`src/design/clb_pkg.sv`:
```
package clb_pkg;

    typedef enum logic [3:0] {
        ST_NORMAL     = 4'd0,
        ST_SLASH      = 4'd1,
        ST_LINE       = 4'd2,
        ST_BLOCK      = 4'd3,
        ST_BLOCK_STAR = 4'd4,
        ST_STR        = 4'd5,
        ST_STR_ESC    = 4'd6,
        ST_CHR        = 4'd7,
        ST_CHR_ESC    = 4'd8
    } t_state;

    localparam logic [7:0] CH_SLASH  = 8'h2F;
    localparam logic [7:0] CH_STAR   = 8'h2A;
    localparam logic [7:0] CH_DQUOTE = 8'h22;
    localparam logic [7:0] CH_SQUOTE = 8'h27;
    localparam logic [7:0] CH_BSLASH = 8'h5C;
    localparam logic [7:0] CH_NL     = 8'h0A;
    localparam logic [7:0] CH_SPACE  = 8'h20;

    typedef struct packed {
        logic [7:0] in_char;
        logic       in_last;
    } t_in_item;

    typedef struct packed {
        logic [7:0] out_char;
        logic       run_last;
    } t_out_item;

    typedef struct packed {
        logic [1:0] n;
        t_out_item  r0;
        t_out_item  r1;
    } t_step_res;

endpackage

```
`src/design/c_comment_literal_blanker.sv`:
```
// c comment and literal blanker
// input channel: i_in_valid / o_in_stall carry one text byte per item
// with a last-byte flag. output channel: o_out_valid / i_out_stall carry
// one blanked byte per item, with run_last set on the final byte caused
// by each input item.
// an accepted item updates the parse state in the same cycle and its
// results enter a small register queue, so with the queue empty the first
// result is visible in the cycle after acceptance.
// throughput: one input item per cycle. most items give one result, a
// held slash gives none and the byte after it gives two; the queue
// (QUEUE_DEPTH entries) absorbs the extra byte and the input stalls while
// fewer than two entries are free. the single-byte output port sets the
// long-run output rate at one byte per cycle unless the receiver stalls.
// reset returns the parser to normal code and empties the queue.
// while the receiver stalls, the head byte holds and the queue fills;
// the input then stalls until room for two bytes returns.
module c_comment_literal_blanker #(
    parameter int QUEUE_DEPTH = 4
) (
    input  logic               i_clk,
    input  logic               i_rst_n,
    input  logic               i_in_valid,
    output logic               o_in_stall,
    input  clb_pkg::t_in_item  i_in_item,
    output logic               o_out_valid,
    input  logic               i_out_stall,
    output clb_pkg::t_out_item o_out_item
);

    logic               accept;
    clb_pkg::t_step_res res;

    assign accept = i_in_valid && !o_in_stall;

    clb_parser u_parser (
        .i_clk    (i_clk),
        .i_rst_n  (i_rst_n),
        .i_accept (accept),
        .i_item   (i_in_item),
        .o_res    (res)
    );

    clb_queue #(
        .DEPTH (QUEUE_DEPTH)
    ) u_queue (
        .i_clk       (i_clk),
        .i_rst_n     (i_rst_n),
        .i_res       (res),
        .o_full      (o_in_stall),
        .o_out_valid (o_out_valid),
        .i_out_stall (i_out_stall),
        .o_out_item  (o_out_item)
    );

endmodule

```
`src/design/clb_parser.sv`:
```
module clb_parser (
    input  logic             i_clk,
    input  logic             i_rst_n,
    input  logic             i_accept,
    input  clb_pkg::t_in_item i_item,
    output clb_pkg::t_step_res o_res
);

    clb_pkg::t_state r_state;
    clb_pkg::t_state n_state;
    logic [7:0] c;
    logic [7:0] blank;
    logic [7:0] c0;
    logic [7:0] c1;
    logic [1:0] cnt;

    assign c     = i_item.in_char;
    assign blank = (c == clb_pkg::CH_NL) ? clb_pkg::CH_NL : clb_pkg::CH_SPACE;

    always_comb begin
        n_state = r_state;
        c0      = blank;
        c1      = blank;
        cnt     = 2'd1;
        case (r_state)
            clb_pkg::ST_SLASH: begin
                cnt = 2'd2;
                if (c == clb_pkg::CH_SLASH) begin
                    c0      = clb_pkg::CH_SPACE;
                    c1      = clb_pkg::CH_SPACE;
                    n_state = clb_pkg::ST_LINE;
                end else if (c == clb_pkg::CH_STAR) begin
                    c0      = clb_pkg::CH_SPACE;
                    c1      = clb_pkg::CH_SPACE;
                    n_state = clb_pkg::ST_BLOCK;
                end else begin
                    c0      = clb_pkg::CH_SLASH;
                    c1      = c;
                    n_state = clb_pkg::ST_NORMAL;
                end
            end
            clb_pkg::ST_LINE: begin
                if (c == clb_pkg::CH_NL) n_state = clb_pkg::ST_NORMAL;
            end
            clb_pkg::ST_BLOCK: begin
                if (c == clb_pkg::CH_STAR) n_state = clb_pkg::ST_BLOCK_STAR;
            end
            clb_pkg::ST_BLOCK_STAR: begin
                if (c == clb_pkg::CH_SLASH) begin
                    n_state = clb_pkg::ST_NORMAL;
                end else if (c != clb_pkg::CH_STAR) begin
                    n_state = clb_pkg::ST_BLOCK;
                end
            end
            clb_pkg::ST_STR: begin
                if (c == clb_pkg::CH_BSLASH) begin
                    n_state = clb_pkg::ST_STR_ESC;
                end else if (c == clb_pkg::CH_DQUOTE) begin
                    n_state = clb_pkg::ST_NORMAL;
                end
            end
            clb_pkg::ST_STR_ESC: begin
                n_state = clb_pkg::ST_STR;
            end
            clb_pkg::ST_CHR: begin
                if (c == clb_pkg::CH_BSLASH) begin
                    n_state = clb_pkg::ST_CHR_ESC;
                end else if (c == clb_pkg::CH_SQUOTE) begin
                    n_state = clb_pkg::ST_NORMAL;
                end
            end
            clb_pkg::ST_CHR_ESC: begin
                n_state = clb_pkg::ST_CHR;
            end
            default: begin
                if (c == clb_pkg::CH_SLASH) begin
                    cnt     = 2'd0;
                    n_state = clb_pkg::ST_SLASH;
                end else if (c == clb_pkg::CH_DQUOTE) begin
                    c0      = clb_pkg::CH_SPACE;
                    n_state = clb_pkg::ST_STR;
                end else if (c == clb_pkg::CH_SQUOTE) begin
                    c0      = clb_pkg::CH_SPACE;
                    n_state = clb_pkg::ST_CHR;
                end else begin
                    c0      = c;
                    n_state = clb_pkg::ST_NORMAL;
                end
            end
        endcase

        // end of text flushes a held slash and returns the parser to normal code
        if (i_item.in_last) begin
            if (n_state == clb_pkg::ST_SLASH) begin
                if (cnt == 2'd0) begin
                    c0 = clb_pkg::CH_SLASH;
                end else begin
                    c1 = clb_pkg::CH_SLASH;
                end
                cnt = cnt + 2'd1;
            end
            n_state = clb_pkg::ST_NORMAL;
        end

        o_res.n           = i_accept ? cnt : 2'd0;
        o_res.r0.out_char = c0;
        o_res.r0.run_last = (cnt == 2'd1);
        o_res.r1.out_char = c1;
        o_res.r1.run_last = 1'b1;
    end

    always_ff @(posedge i_clk) begin
        if (!i_rst_n) begin
            r_state <= clb_pkg::ST_NORMAL;
        end else if (i_accept) begin
            r_state <= n_state;
        end
    end

endmodule

```
`src/design/clb_queue.sv`:
```
module clb_queue #(
    parameter int DEPTH = 4
) (
    input  logic               i_clk,
    input  logic               i_rst_n,
    input  clb_pkg::t_step_res i_res,
    output logic               o_full,
    output logic               o_out_valid,
    input  logic               i_out_stall,
    output clb_pkg::t_out_item o_out_item
);

    localparam int PW = (DEPTH > 1) ? $clog2(DEPTH) : 1;
    localparam int CW = $clog2(DEPTH + 1);

    clb_pkg::t_out_item r_mem [DEPTH];
    logic [PW-1:0] r_wr;
    logic [PW-1:0] r_rd;
    logic [CW-1:0] r_count;
    logic [PW-1:0] wr1;
    logic [PW-1:0] wr2;
    logic [PW-1:0] rd1;
    logic          pop;

    function automatic logic [PW-1:0] inc(input logic [PW-1:0] p);
        return (p == PW'(DEPTH - 1)) ? '0 : p + PW'(1);
    endfunction

    assign wr1 = inc(r_wr);
    assign wr2 = inc(wr1);
    assign rd1 = inc(r_rd);

    assign o_out_valid = (r_count != '0);
    assign o_out_item  = r_mem[r_rd];
    assign pop         = o_out_valid && !i_out_stall;
    // room for two items keeps the input open
    assign o_full      = (r_count > CW'(DEPTH - 2));

    always_ff @(posedge i_clk) begin
        if (i_res.n != 2'd0) r_mem[r_wr] <= i_res.r0;
        if (i_res.n == 2'd2) r_mem[wr1] <= i_res.r1;
    end

    always_ff @(posedge i_clk) begin
        if (!i_rst_n) begin
            r_wr    <= '0;
            r_rd    <= '0;
            r_count <= '0;
        end else begin
            if (i_res.n == 2'd1) begin
                r_wr <= wr1;
            end else if (i_res.n == 2'd2) begin
                r_wr <= wr2;
            end
            if (pop) r_rd <= rd1;
            r_count <= r_count + CW'(i_res.n) - CW'(pop);
        end
    end

endmodule

```
`config.mk`:
```
export PLATFORM = sky130hd
export DESIGN_NAME = c_comment_literal_blanker
export DESIGN_NICKNAME = d
export VERILOG_FILES = /design/src/design/clb_pkg.sv /design/src/design/c_comment_literal_blanker.sv /design/src/design/clb_parser.sv /design/src/design/clb_queue.sv
export SDC_FILE = /design/constraint.sdc
export NUM_CORES = 1
export LEC_CHECK = 0
export ABC_CLOCK_PERIOD_IN_PS = 7900
export BUFFER_PORTS_ARGS = -buffer_cell sky130_fd_sc_hd__buf_2
export CAP_MARGIN = 20
export CORE_MARGIN = 8
export CORE_UTILIZATION = 65
export DETAILED_ROUTE_END_ITERATION = 16
export PLACE_DENSITY = 0.9
export SETUP_SLACK_MARGIN = 0.3
export SLEW_MARGIN = 20
export SYNTH_ARGS = -nofsm -noshare
export SYNTH_HDL_FRONTEND = slang
export SYNTH_SLANG_ARGS = --single-unit
```
`constraint.sdc`:
```
create_clock -name i_clk -period 7.9 [get_ports i_clk]
set_clock_uncertainty 0.05 [all_clocks]
set_input_delay 1.58 -clock i_clk [delete_from_list [all_inputs] [get_ports i_clk]]
set_output_delay 1.58 -clock i_clk [all_outputs]
set_load 0.02 [all_outputs]
```
==> flow_summary.yaml <==
cts:
  h-tree-depth: 2
  numCtsBuffers: 5
  cts.sinks: 49
  cts_tree: "built"
  cts_setup_buffers: 0
  ctsResizeCount: 0
  cts-root-buf: "clkbuf_8"
  clk_path_buf_depth: 2
  worst_setup_hold_path_clk_slew_ns: 0.09
  ctsHoldBuffers: 0
  clkLatencyLatePin_ns: 0.30
synth:
  synth_compound_area_share_pct: 14.3
  synth_xor_xnor_area_share_pct: 2.00
  yosysTopAreaCell: "edfxtp_1"
  netlist.area_leader.share_pct: 31.3
  ys.flop_type: "edfxtp_1"
  synth-async-reset-ratio_pct: 0
  synthMuxAreaShare_pct: 8.56
  synth_top_family_by_area: "simple AND/OR/NAND/NOR gates"
  netlist_area_um2: 3070
  synth_edf_count: 32
  avgSynthCellArea_um2: 11.1
  yosys.area_share.simple_pct: 21.8
  synthAdderAreaFrac_pct: 6.36
  synth_cell_types: 60
  synth.most_common_cell: "edfxtp_1"
  netlist_instances: 277
  synthTopCellsByCount: "edfxtp_1 (32), o22ai_1 (24), nand2_1 (23)"
  syn_nets: 305
  ys_ff_latch: 49
  yosysWarnings: 0
  synthTopCellsByArea: "edfxtp_1 (31%), dfxtp_1 (11%), mux4_2 (6.6%)"
  ys_seq_area_share_pct: 42.4
floorplanning:
  die-area_um2: 7180
  rows: 25
  fp.dieW_um: 84.7
  start_util_pct: 66.3
  coreArea_um2: 4630
  ios: 24
  die_y_um: 84.7
cells_and_area:
  drive_above_1_share_pct: 23.3
  layout.nets: 323
  design_area_um2: 3280
  final_util_pct: 70.8
  antenna_cells: 0
  syn_to_final_growth_pct: 6.76
global_routing:
  antenna_found_initial: 0
  grt_pass1_wl_um: 9630
  grt_pass1_vias: 2037
  grt_use_total_pct: 16.4
  grt_max_degree: 15
  grt.overflow.total: 0
sta:
  tns_ns: 0
  final-max-slew-violation-count: 0
  fmax_mhz: 200
  slew_headroom_pct: 49.1
  fin_crit_ns: 4.99
  finalHoldViolCount: 0
  worst_slew_pin_slew_ns: 0.758
  setup_viol: 0
  fin_crit_sh_pct: 63.2
  rsz0062_at_grt: "no"
placement:
  hpwl_um: 4650
  io_buffers: 23
  gp_congestion: 0.899
  dpl-instance-area_um2: 3170
worst_setup_path:
  rr_worst_depth: 12
  worstPathRequired_ns: 7.91
  crit_path_end_kind: "flop"
  r2r_slack_ns: 3.94
  critPathKind: "in2reg"
  reg2reg_to: "u_queue.r_mem[0][5]$_DFFE_PP_"
  crit_arrival_ns: 5.00
  path_max_fanout: 9
  start_kind: "primary input"
  crit_path_start: "i_in_item[5]"
  regToRegStartpoint: "u_parser.r_state[1]$_SDFFE_PN0P_"
min_path:
  hold_path_depth: 2
  hold_path_end: "u_queue.r_mem[3][0]$_SDFFE_PP1P_"
  worstHoldStart: "u_queue.r_mem[3][0]$_SDFFE_PP1P_"
  hold_path.class: "reg2reg"
status:
  status: "finished, final reports clean"
routing:
  totalWireLength_um: 5960
  drt_iter0_drc: 251
  vias: 2205
  ant_nets: 0
  drtPass1Iterations: 5
  wl_per_cell_um: 17.0
  drc: 0
  avgViaCountPerCell: 6.30
power:
  peakVddDrop_uv: 154
  p_per_area_nw_per_um2: 238
  power_leakage_nw: 1.22
flow_run:
  max_cap_violations: 0
==> critical path: stages <==
cell and delay (ns):
buf_2 0.14, nor4b_4 0.51, nand4_1 0.34, o21ai_0 0.49
ha_1 0.23, a31oi_1 0.08, or2_2 0.34, inv_1 0.07
ha_1 0.29, nand2_1 0.25, nand2_1 0.25, o22ai_1 0.16
and2_2 0.25
==> worst max-delay path by stage <==
stage                                                to  depth (start not counted)
after global routing      u_queue.r_mem[0][5]$_DFFE_PP_                         13
final                     u_queue.r_mem[0][5]$_DFFE_PP_                         13
after global placement    u_queue.r_mem[3][5]$_DFFE_PP_                          9
after CTS                 u_queue.r_mem[3][1]$_DFFE_PP_                          9
after floorplan           u_queue.r_mem[3][1]$_DFFE_PP_                          8
after detailed placement  u_queue.r_mem[3][8]$_DFFE_PP_                          9
==> final cells by class <==
class	count	area (um2)
multi-input cells	200	1630
fillers	339	1350
flip-flops and latches	49	1300
repair buffers	23	115
clock buffers	6	72.6
well taps	54	67.6
inverters	16	60.1
clock inverters	2	33.8
==> sequential cells by signal (all words and copies together), names as in the netlist, named ones only <==
name / cells
u_parser.r_state: 4
u_queue.r_rd: 2
u_queue.r_count: 3
u_queue.r_mem: 36
u_queue.r_wr: 2
==> layer usage <==
| layer | wire length, um | share of wire (%) | up-vias | track usage (%) |
|---|---|---|---|---|
| li1 | - | - | 1084 | - |
| met1 | 2650 | 44 | 1036 | 20.1 |
| met2 | 2940 | 49 | 72 | 28.3 |
| met3 | 290 | 4.9 | 13 | 3.12 |
| met4 | 72 | 1.2 | 0 | 4.69 |
| met5 | 0 | 0 | - | 0 |
==> report_power, final <==
part | total [mW] | switching (mW) | internal, mW | leakage (nW)
sequential | 0.350 | 0.0295 | 0.321 | 0.438
combinational | 0.259 | 0.141 | 0.118 | 0.732
clock | 0.171 | 0.0775 | 0.0935 | 0.0528
total | 0.780 | 0.248 | 0.532 | 1.22
==> cell families after synthesis <==
group | Yosys count
AOI/OAI and AO/OA | 60
xor gates and xnor gates | 7
adders and majority gates | 15
buffers and inverters | 28
DFF | 49
muxes | 15
and+or+nand+nor | 103
==> metrics by stage <==
step / hold WS [ns] / power [mW] / setup slack (ns) / instances
6_report: 0.432 / 0.780 / 2.91 / 350
5_1_grt: 0.455 / 0.823 / 2.70 / 350
4_1_cts: 0.437 / 0.785 / 2.92 / 350
3_5_place_dp: 0.415 / 0.618 / 2.69 / 342
3_3_place_gp: 0.403 / 0.605 / 2.88 / 342
2_1_floorplan: 0.386 / 0.549 / 3.34 / 277
==> placed cells by master, fill, tap and decap left out, types with 9 or more instances in the layout <==
master and count:
and2_1 12, nand2_1 23, nand3_1 10, mux4_2 9, edfxtp_1 32, nor2b_1 12, o22ai_1 24, nor2_1 11
inv_1 15, ha_1 14, buf_2 23, dfxtp_1 17
Power figures use the tool's default switching activity.
